File: config.mk
export PLATFORM = sky130hd
export DESIGN_NAME = hotkey_match_table
export DESIGN_NICKNAME = d
export VERILOG_FILES = /design/src/design/hkmt_pkg.sv /design/src/design/hkmt_ram.sv /design/src/design/hotkey_match_table.sv
export SDC_FILE = /design/constraint.sdc
export NUM_CORES = 1
export LEC_CHECK = 0
export ABC_AREA = 1
export BUFFER_PORTS_ARGS = -buffer_cell sky130_fd_sc_hd__buf_2
export CORE_ASPECT_RATIO = 1.5
export CORE_MARGIN = 2
export CORE_UTILIZATION = 45
export DETAILED_ROUTE_END_ITERATION = 8
export GPL_ROUTABILITY_DRIVEN = 0
export PLACE_DENSITY = 0.72
export SYNTH_ARGS = -nofsm -noshare
export SYNTH_HDL_FRONTEND = slang
export SYNTH_SLANG_ARGS = --single-unit
File: constraint.sdc
create_clock -name clock -period 4.5 [get_ports clock]
set_clock_uncertainty 0.05 [all_clocks]
set_input_delay 0.225 -clock clock [delete_from_list [all_inputs] [get_ports clock]]
set_output_delay 0.225 -clock clock [all_outputs]
set_load 0.05 [all_outputs]
File: src/design/hkmt_pkg.sv
// ----------------------------------------------------------------------------
// Hotkey match table package
// Shared types, command and status codes, and default sizes.
// ----------------------------------------------------------------------------
package hkmt_pkg;

   localparam int DEPTH_DEFAULT = 16;
   localparam int KEY_WIDTH = 16;
   localparam int MOD_WIDTH = 8;
   localparam int ENTRY_WIDTH = KEY_WIDTH + MOD_WIDTH;

   typedef enum logic [1:0] {
      CMD_FIND   = 2'd0,
      CMD_ADD    = 2'd1,
      CMD_REMOVE = 2'd2,
      CMD_SPARE  = 2'd3
   } cmd_type;

   typedef enum logic [1:0] {
      ST_DONE      = 2'd0,
      ST_PRESENT   = 2'd1,
      ST_NOT_FOUND = 2'd2,
      ST_FULL      = 2'd3
   } status_type;

   typedef struct packed {
      logic [1:0]           cmd;
      logic [KEY_WIDTH-1:0] key_code;
      logic [MOD_WIDTH-1:0] modifier_bits;
   } req_type;

   typedef struct packed {
      logic [1:0] status;
      logic       ok;
      logic [3:0] match_index;
      logic [4:0] entry_count;
   } rsp_type;

endpackage

File: src/design/hkmt_ram.sv
// ----------------------------------------------------------------------------
// Hotkey match table RAM
// Generic single write port, single read port memory with registered read.
// ----------------------------------------------------------------------------
module hkmt_ram #(
   parameter int WIDTH = hkmt_pkg::ENTRY_WIDTH,
   parameter int DEPTH = hkmt_pkg::DEPTH_DEFAULT,
   localparam int AW = (DEPTH > 1) ? $clog2(DEPTH) : 1
) (
   input  logic             clock,
   input  logic             wr_en,
   input  logic [AW-1:0]    wr_addr,
   input  logic [WIDTH-1:0] wr_data,
   input  logic             rd_en,
   input  logic [AW-1:0]    rd_addr,
   output logic [WIDTH-1:0] rd_data
);

   logic [WIDTH-1:0] mem_ff [DEPTH];
   logic [WIDTH-1:0] rd_data_ff;

   always_ff @(posedge clock) begin
      if (wr_en) begin
         mem_ff[wr_addr] <= wr_data;
      end
      if (rd_en) begin
         rd_data_ff <= mem_ff[rd_addr];
      end
   end

   assign rd_data = rd_data_ff;

endmodule

File: src/design/hotkey_match_table.sv
// ----------------------------------------------------------------------------
// Hotkey match table
// Ordered table of key and modifier pairs with find, add and remove commands.
// A request is taken only in the idle state. The table is scanned from entry 0
// until a hit or the end of the used entries; a remove hit then moves the later
// entries down one place. One command is in flight at a time, and the next
// request transfer can follow in the cycle after the response transfer.
// Reset empties the table; entry contents are not cleared.
// ----------------------------------------------------------------------------
module hotkey_match_table #(
   parameter int DEPTH = hkmt_pkg::DEPTH_DEFAULT
) (
   input  logic              clock,
   input  logic              reset,
   input  logic              req_valid,
   output logic              req_stall,
   input  hkmt_pkg::req_type req_data,
   output logic              rsp_valid,
   input  logic              rsp_stall,
   output hkmt_pkg::rsp_type rsp_data
);

   localparam int IW = (DEPTH > 1) ? $clog2(DEPTH) : 1;
   localparam int CW = $clog2(DEPTH + 1);

   typedef enum logic [3:0] {
      S_IDLE  = 4'b0001,
      S_SCAN  = 4'b0010,
      S_SHIFT = 4'b0100,
      S_RESP  = 4'b1000
   } state_type;

   state_type                        state_ff, state_in;
   hkmt_pkg::req_type                req_ff, req_in;
   hkmt_pkg::rsp_type                rsp_ff, rsp_in;
   logic [CW-1:0]                    used_ff, used_in;
   logic [CW-1:0]                    rd_idx_ff, rd_idx_in;
   logic                             pend_ff, pend_in;
   logic [IW-1:0]                    pend_idx_ff, pend_idx_in;
   logic [IW-1:0]                    pos_ff, pos_in;

   logic                             wr_en;
   logic [IW-1:0]                    wr_addr;
   logic [hkmt_pkg::ENTRY_WIDTH-1:0] wr_data;
   logic                             rd_en;
   logic [hkmt_pkg::ENTRY_WIDTH-1:0] rd_data;
   logic                             hit;
   logic                             more;
   logic [31:0]                      pos_wide;
   logic [31:0]                      count_wide;

   hkmt_ram #(
      .WIDTH (hkmt_pkg::ENTRY_WIDTH),
      .DEPTH (DEPTH)
   ) u_ram (
      .clock   (clock),
      .wr_en   (wr_en),
      .wr_addr (wr_addr),
      .wr_data (wr_data),
      .rd_en   (rd_en),
      .rd_addr (rd_idx_ff[IW-1:0]),
      .rd_data (rd_data)
   );

   assign hit  = pend_ff && (rd_data == {req_ff.key_code, req_ff.modifier_bits});
   assign more = (rd_idx_ff < used_ff);

   always_comb begin
      state_in    = state_ff;
      req_in      = req_ff;
      rsp_in      = rsp_ff;
      used_in     = used_ff;
      rd_idx_in   = rd_idx_ff;
      pend_in     = pend_ff;
      pend_idx_in = pend_idx_ff;
      pos_in      = pos_ff;
      wr_en       = 1'b0;
      wr_addr     = pend_idx_ff - IW'(1);
      wr_data     = rd_data;
      rd_en       = 1'b0;
      pos_wide    = 32'(pend_idx_ff);
      count_wide  = 32'(used_ff);

      case (state_ff)
         S_IDLE: begin
            if (req_valid) begin
               req_in    = req_data;
               rd_idx_in = '0;
               pend_in   = 1'b0;
               state_in  = S_SCAN;
            end
         end

         S_SCAN: begin
            if (hit) begin
               rsp_in.ok          = 1'b1;
               rsp_in.match_index = pos_wide[3:0];
               rsp_in.entry_count = count_wide[4:0];
               if (req_ff.cmd == hkmt_pkg::CMD_REMOVE) begin
                  pos_in    = pend_idx_ff;
                  rd_idx_in = CW'(pend_idx_ff) + CW'(1);
                  pend_in   = 1'b0;
                  state_in  = S_SHIFT;
               end else begin
                  if (req_ff.cmd == hkmt_pkg::CMD_ADD) begin
                     rsp_in.status = hkmt_pkg::ST_PRESENT;
                  end else begin
                     rsp_in.status = hkmt_pkg::ST_DONE;
                  end
                  state_in = S_RESP;
               end
            end else if (!pend_ff && !more) begin
               rsp_in.status      = hkmt_pkg::ST_NOT_FOUND;
               rsp_in.ok          = 1'b0;
               rsp_in.match_index = '0;
               rsp_in.entry_count = count_wide[4:0];
               if (req_ff.cmd == hkmt_pkg::CMD_ADD) begin
                  if (used_ff == CW'(DEPTH)) begin
                     rsp_in.status = hkmt_pkg::ST_FULL;
                  end else begin
                     wr_en              = 1'b1;
                     wr_addr            = used_ff[IW-1:0];
                     wr_data            = {req_ff.key_code, req_ff.modifier_bits};
                     used_in            = used_ff + CW'(1);
                     count_wide         = 32'(used_in);
                     rsp_in.status      = hkmt_pkg::ST_DONE;
                     rsp_in.ok          = 1'b1;
                     rsp_in.match_index = count_wide[3:0] - 4'd1;
                     rsp_in.entry_count = count_wide[4:0];
                  end
               end
               state_in = S_RESP;
            end else begin
               pend_in     = more;
               pend_idx_in = rd_idx_ff[IW-1:0];
               if (more) begin
                  rd_en     = 1'b1;
                  rd_idx_in = rd_idx_ff + CW'(1);
               end
            end
         end

         S_SHIFT: begin
            wr_en       = pend_ff;
            pend_in     = more;
            pend_idx_in = rd_idx_ff[IW-1:0];
            if (more) begin
               rd_en     = 1'b1;
               rd_idx_in = rd_idx_ff + CW'(1);
            end
            if (!pend_ff && !more) begin
               used_in            = used_ff - CW'(1);
               count_wide         = 32'(used_in);
               pos_wide           = 32'(pos_ff);
               rsp_in.status      = hkmt_pkg::ST_DONE;
               rsp_in.ok          = 1'b1;
               rsp_in.match_index = pos_wide[3:0];
               rsp_in.entry_count = count_wide[4:0];
               state_in           = S_RESP;
            end
         end

         S_RESP: begin
            if (!rsp_stall) begin
               state_in = S_IDLE;
            end
         end

         default: begin
            state_in = S_IDLE;
         end
      endcase
   end

   always_ff @(posedge clock) begin
      if (reset) begin
         state_ff <= S_IDLE;
         used_ff  <= '0;
         pend_ff  <= 1'b0;
      end else begin
         state_ff <= state_in;
         used_ff  <= used_in;
         pend_ff  <= pend_in;
      end
   end

   always_ff @(posedge clock) begin
      req_ff      <= req_in;
      rsp_ff      <= rsp_in;
      rd_idx_ff   <= rd_idx_in;
      pend_idx_ff <= pend_idx_in;
      pos_ff      <= pos_in;
   end

   assign req_stall = (state_ff != S_IDLE);
   assign rsp_valid = (state_ff == S_RESP);
   assign rsp_data  = rsp_ff;

endmodule
# ---- Yosys cells after proc, flatten, opt, wreduce, memory -nomap -nowiden
# Memory sizes are Yosys's and may differ from the RTL's. A register that Yosys moved wholly into a read port is not among the register bits.
# Index checks and enable logic that the tools add are counted.
dict set report totals {
  word_cells 112
  input_bits 30
  output_inout_bits 14
  reg_bits 61
  ram_bits 384
  memories 1
}
dict set report classes {
  muxes 56
  n_reduce_logical 14
  n_addsub 6
  n_lt_le_gt_ge 1
  eq_ne 21
}
# memory depth width read_ports rd_clocked_by_memory_dff wr line_no
set memory_table {}
lappend memory_table {u_ram.mem_ff 16 24 1 1 1 hkmt_ram.sv:19} ;# logic [WIDTH-1:0] mem_ff [DEPTH];
# cell count
set ops {}
lappend ops {{$mux W24} 5}
lappend ops {{$mux W5} 10}
lappend ops {{$mux W12} 4}
lappend ops {{$mux W4} 12}
lappend ops {{$eq A24 B24 Y1} 1}
lappend ops {{$pmux W12 S2} 1}
lappend ops {{$ne A2 B2 Y1 const B} 8}
lappend ops {{$pmux W4 S4} 1}
lappend ops {{$pmux W5 S3} 1}
lappend ops {{$mux W1} 14}
lappend ops {{$ne A3 B3 Y1 const B} 4}
lappend ops {{$add A5 B1 Y5 const B} 2}
lappend ops {{$mux W10} 1}
lappend ops {{$pmux W5 S2} 1}
lappend ops {{$reduce_and A3 Y1} 3}
lappend ops {{$pmux W4 S2} 1}
lappend ops {{$reduce_and A4 Y1} 2}
lappend ops {{$sub A4 B1 Y4 const B} 2}
lappend ops {{$reduce_and A6 Y1} 1}
lappend ops {{$add A4 B1 Y5 const B} 1}
lappend ops {{$eq A5 B5 Y1 const B} 1}
lappend ops {{$lt A5 B5 Y1} 1}
lappend ops {{$sub A5 B1 Y5 const B} 1}
lappend ops {{$eq A4 B1 Y1 const B} 1}
lappend ops {{14 further kinds} 19}

# ---- Logic depth before layout (Yosys ltp)
dict set report depth {
  depth_word 8
  depth_mapped 15
  ltp_nobuf 14
}

# ---- Cells and area by module
# From an unflattened synthesis, not the netlist that was laid out.
dict set report unflattened {
  hier_cells 2151
  area_unflattened_um2 21329.2
}
# mod seq_area_each_um2 area_per_inst_um2 instances cells_each
set by_module_without_submodules {}
lappend by_module_without_submodules {hkmt_ram 12251.8 17191.5 1 1597}
lappend by_module_without_submodules {hotkey_match_table 1731.7 4137.7 1 554}

# ---- Least setup slack after synthesis
# OpenSTA, ideal clock, no wires.
dict set report synth_timing {
  path_kind {flip-flop to flip-flop}
  start {register used_ff[3]}
  end {memory u_ram.mem_ff[4][0] (netlist name), enable pin}
  path_slack_ps 1235
  setup_ps 405
  n_path_buf 1
  synth_period_minus_slack_ps 3265
  stages_incl_launch_ff 16
  t_arrival_ps 2810
  required_time_ps 4045
  cell_sequence {dfxtp_1 buf_2 inv_1 ha_1 nand2_1 inv_1 nand2_1 nor2_2 nor2_4 nor2_8 nand3_4 o21ai_1 inv_2 nor2_2 nand2_1 nor2_1}
}
dict set report synth_via {
  elab_chain_len 8
  word_cells_on_any_way 16
  classes_between {order compare (1); eq/ne (1); mux (12); reduce/logical (2)}
}
# element line_no
set synth_lines {}
lappend synth_lines {{from (decl)} hotkey_match_table.sv:36} ;# logic [CW-1:0] used_ff, used_in;
lappend synth_lines {{from (signal assigned)} hotkey_match_table.sv:182} ;# used_ff <= used_in;
lappend synth_lines {{$lt A5 B5 Y1 or $eq A5 B5 Y1 (tied branches)} {hotkey_match_table.sv:66, hotkey_match_table.sv:118}}
lappend synth_lines {{$logic_not A1 Y1 or $mux W1 (tied branches)} {hotkey_match_table.sv:112, hotkey_match_table.sv:118}}
lappend synth_lines {{$logic_and A1 B1 Y1 or $mux W1 (tied branches)} {hotkey_match_table.sv:112, hotkey_match_table.sv:117}}
lappend synth_lines {{$mux W1} hotkey_match_table.sv:112} ;# end else if (!pend_ff && !more) begin
lappend synth_lines {{$mux W1} hotkey_match_table.sv:95} ;# if (hit) begin
lappend synth_lines {{$pmux W1 S2} hotkey_match_table.sv:84} ;# case (state_ff)
lappend synth_lines {{$mux W1} hkmt_ram.sv:23} ;# if (wr_en) begin
lappend synth_lines {{$mux W1 (not written as such)} hkmt_ram.sv:24} ;# mem_ff[wr_addr] <= wr_data;
lappend synth_lines {{to (decl)} hkmt_ram.sv:19}
# Several ways; a longest one is shown, not always the timed one.

# ---- Worst setup path after layout
dict set report layout_timing {
  start {register used_ff[0]}
  end {memory u_ram.mem_ff[9][5] (netlist name), enable pin}
}
# The elaborated chain is that of the path after synthesis.

==> run_results.csv <==
group,metric,value,unit
floorplanning,core_area,42800,um^2
global_routing,grt_pass1_vias,12900,
drt,routed_wl,49000,um
outcome,status,"finished clean",
yosys,synth_nets,1679,
sta,hold_slack,0.317,ns
global_routing,grt_max_degree,103,
final_layout,antenna_cells,0,
sta,fin_setup_tns,0,ns
clock_tree,cts_made_buffers,40,
setup_path,critPathMaxFanout,24,
yosys,yosysSeqAreaShare,71.9,%
sta,relSlewSlack,13.7,%
global_routing,grt_pass1_wl,74300,um
final_layout,final_layout_size_suffix_gt1_share,10.1,%
yosys,synth_edf_count,459,
worst_hold_path,holdCritPathClass,"input port to flip-flop",
run,drv_cap,0,
clock_tree,cts.sinks,469,
placed_design,dp_cells,2211,
power,powerDensity,549,nW/um^2
drt,num_vias,13200,
final_layout,layout_commonest_cell,"edfxtp_1",
clock_tree,clk-insertion-delay-late,0.57,ns
drt,wl_per_cell,21.2,um
setup_path,startpoint_type,"flip-flop",
clock_tree,cts_resized,0,
sta,worst_pin_slew,1.30,ns
floorplanning,start_util,45.4,%
setup_path,r2r_setup_slack,0.92,ns
clock_tree,htree_levels,2,
power,power.leakage,0.00767,uW
yosys,synth-seq-cells,469,
sta,rsz0062_at_grt,"false",
floorplanning,io_pins,44,
sta,layout_min_cycle_time,3.58,ns
setup_path,cp_data_required_time,4.62,ns
placed_design,place_hpwl,29400,um
final_layout,nNetsFinal,1753,
sta,final-setup-viol-count,0,
final_layout,fin_cells,2311,
placed_design,io_buffer_count,43,
placed_design,place_area,20500,um^2
clock_tree,path_clk_slew,0.06,ns
final_layout,area_growth,13.8,%
drt,dr.first_iter.drc_count,1264,
worst_hold_path,hold_path_depth,2,
yosys,postSynthCellCount,1638,
yosys,synthFlopType,"edfxtp_1",
final_layout,final_cell_area,22100,um^2
clock_tree,clockRootBuffer,"clkbuf_16",
clock_tree,cts_buffer_depth,3,
power,ir_drop,399,uV
setup_path,end_kind,"flip-flop",
global_routing,grt-ovfl-total,0,
final_layout,final_util,51.7,%
floorplanning,rows,93,
clock_tree,post_cts_buffers,0,
drt,routed_via_density,5.70,
drt,drc,0,
final_layout,final_cell_mix,"edfxtp_1, nor2_1, nand2_1, o21ai_0, inv_1",
setup_path,path_class,"flip-flop to flip-flop",
yosys,yosysUniqueCellTypes,35,
global_routing,antenna_found_initial,0,
setup_path,critPathArrivalTime,3.70,ns
sta,hold_viol,0,
floorplanning,die-area,44900,um^2
floorplanning,die_w,174,um
sta,drv_slew,0,
yosys,syn_avg_cell_area,11.9,um^2
yosys,synthArstFlopShare,0,%
floorplanning,fp.dieH,259,um
sta,fin_crit_sh,79.5,%
drt,drt-pass1-iter-count,5,
yosys,synth_warnings,0,
global_routing,track_usage,21.5,%
clock_tree,cts_tree,"yes",
final_layout,nFillCells,3557,
sta,max_freq,0.279,GHz
setup_path,ff2ff_path_depth,9,
drt,postRouteAntennaNets,0,
yosys,synth_area,19400,um^2
## logic make-up after synthesis
logic type,after synthesis,share of synthesized area (%)
AND/OR/NAND/NOR,595,12.5
flip-flops,469,71.9
buffers and inverters,186,3.65
XOR/XNOR,10,0.450
AO/OA/AOI/OAI,367,10.7
adder cells (fa/ha/maj),11,0.708
## layout make-up
class                   count  area (um^2)  area share [%]
clock inverters            21          285            1.29
clock buffers              50         1040            4.69
flip-flops and latches    469        14000            63.2
well taps                 570          713            3.22
multi-input cells         983         4880            22.0
inverters                 103          390            1.76
repair buffers            115          841            3.80
## through the flow
step,setup slack (ns),power [uW]
floorplan,1.24,7550
global placement,1.06,8540
detailed placement,1.02,8620
CTS,0.971,12100
global route,0.707,12700
finish,0.921,12200
## worst max-delay path, stage by stage (launching register included)
cell	delay (ns)
dfxtp_1	0.50
inv_1	0.23
ha_1	0.27
nand3_2	0.10
inv_1	0.06
nor2_2	0.32
nand3_4	0.15
o21ai_1	0.18
nand4_1	0.42
nor2_4	0.88
## report_power, final
part | internal [uW] | total, uW | switching (uW)
Clock | 2000 | 3550 | 1550
Sequential | 5070 | 5160 | 97.2
Combinational | 948 | 3440 | 2490
Total | 8020 | 12200 | 4140
## synthesized netlist by cell type (2+ instances only)
| library cell | instances | area (um^2) |
|---|---|---|
| nand3b_1 | 2 | 15.0 |
| clkinv_1 | 2 | 7.51 |
| nor3_2 | 2 | 20.0 |
| inv_2 | 4 | 15.0 |
| o21ai_0 | 231 | 1160 |
| a21oi_1 | 22 | 110 |
| nor3_1 | 2 | 10.0 |
| nor2_1 | 263 | 987 |
| nand3_2 | 3 | 30.0 |
| inv_1 | 97 | 364 |
| xnor2_1 | 3 | 26.3 |
| buf_1 | 3 | 11.3 |
| xor2_1 | 7 | 61.3 |
| nand2_1 | 231 | 867 |
| nor2_2 | 3 | 18.8 |
| nand4_1 | 8 | 50.1 |
| o22ai_1 | 57 | 357 |
| clkbuf_1 | 73 | 274 |
| edfxtp_1 | 459 | 13800 |
| nand3_1 | 77 | 385 |
| o221ai_1 | 40 | 350 |
| buf_2 | 6 | 30.0 |
| o21ai_1 | 5 | 25.0 |
| ha_1 | 11 | 138 |
| dfxtp_1 | 10 | 200 |
| o211ai_1 | 8 | 60.1 |
## routing by layer
| layer | routed length, um | share of wire, % | global-route usage, % | up-vias |
|---|---|---|---|---|
| met3 | 3120 | 6.4 | 2.77 | 144 |
| met5 | 0 | 0 | 0 | - |
| met2 | 25200 | 52 | 39.0 | 578 |
| met4 | 2460 | 5.0 | 11.0 | 0 |
| li1 | - | - | - | 6025 |
| met1 | 18100 | 37 | 24.9 | 6431 |
## final timing paths
check	from	to
max reg2reg	used_ff[0]	u_ram.mem_ff[9][5]
min reg2reg	used_ff[1]	used_ff[1]
min	req_data[23]	req_ff[23]
max	used_ff[0]	u_ram.mem_ff[9][5]
## registers in the layout, summed over array words and instances, names as in the netlist
| register | cells |
|---|---|
| pend_ff | 1 |
| used_ff | 5 |
| rd_idx_ff | 5 |
| pos_ff | 4 |
| req_ff | 26 |
| state_ff | 4 |
| pend_idx_ff | 4 |
| u_ram.rd_data | 24 |
| rsp_data | 12 |
| u_ram.mem_ff | 384 |
## repair_timing
action | in CTS | in global routing
setup endpoints to repair | 0 | 0
endpoints found under the hold margin | 29 | 0
hold buffers | 29 | 0
(Power assumes the default switching activity.)
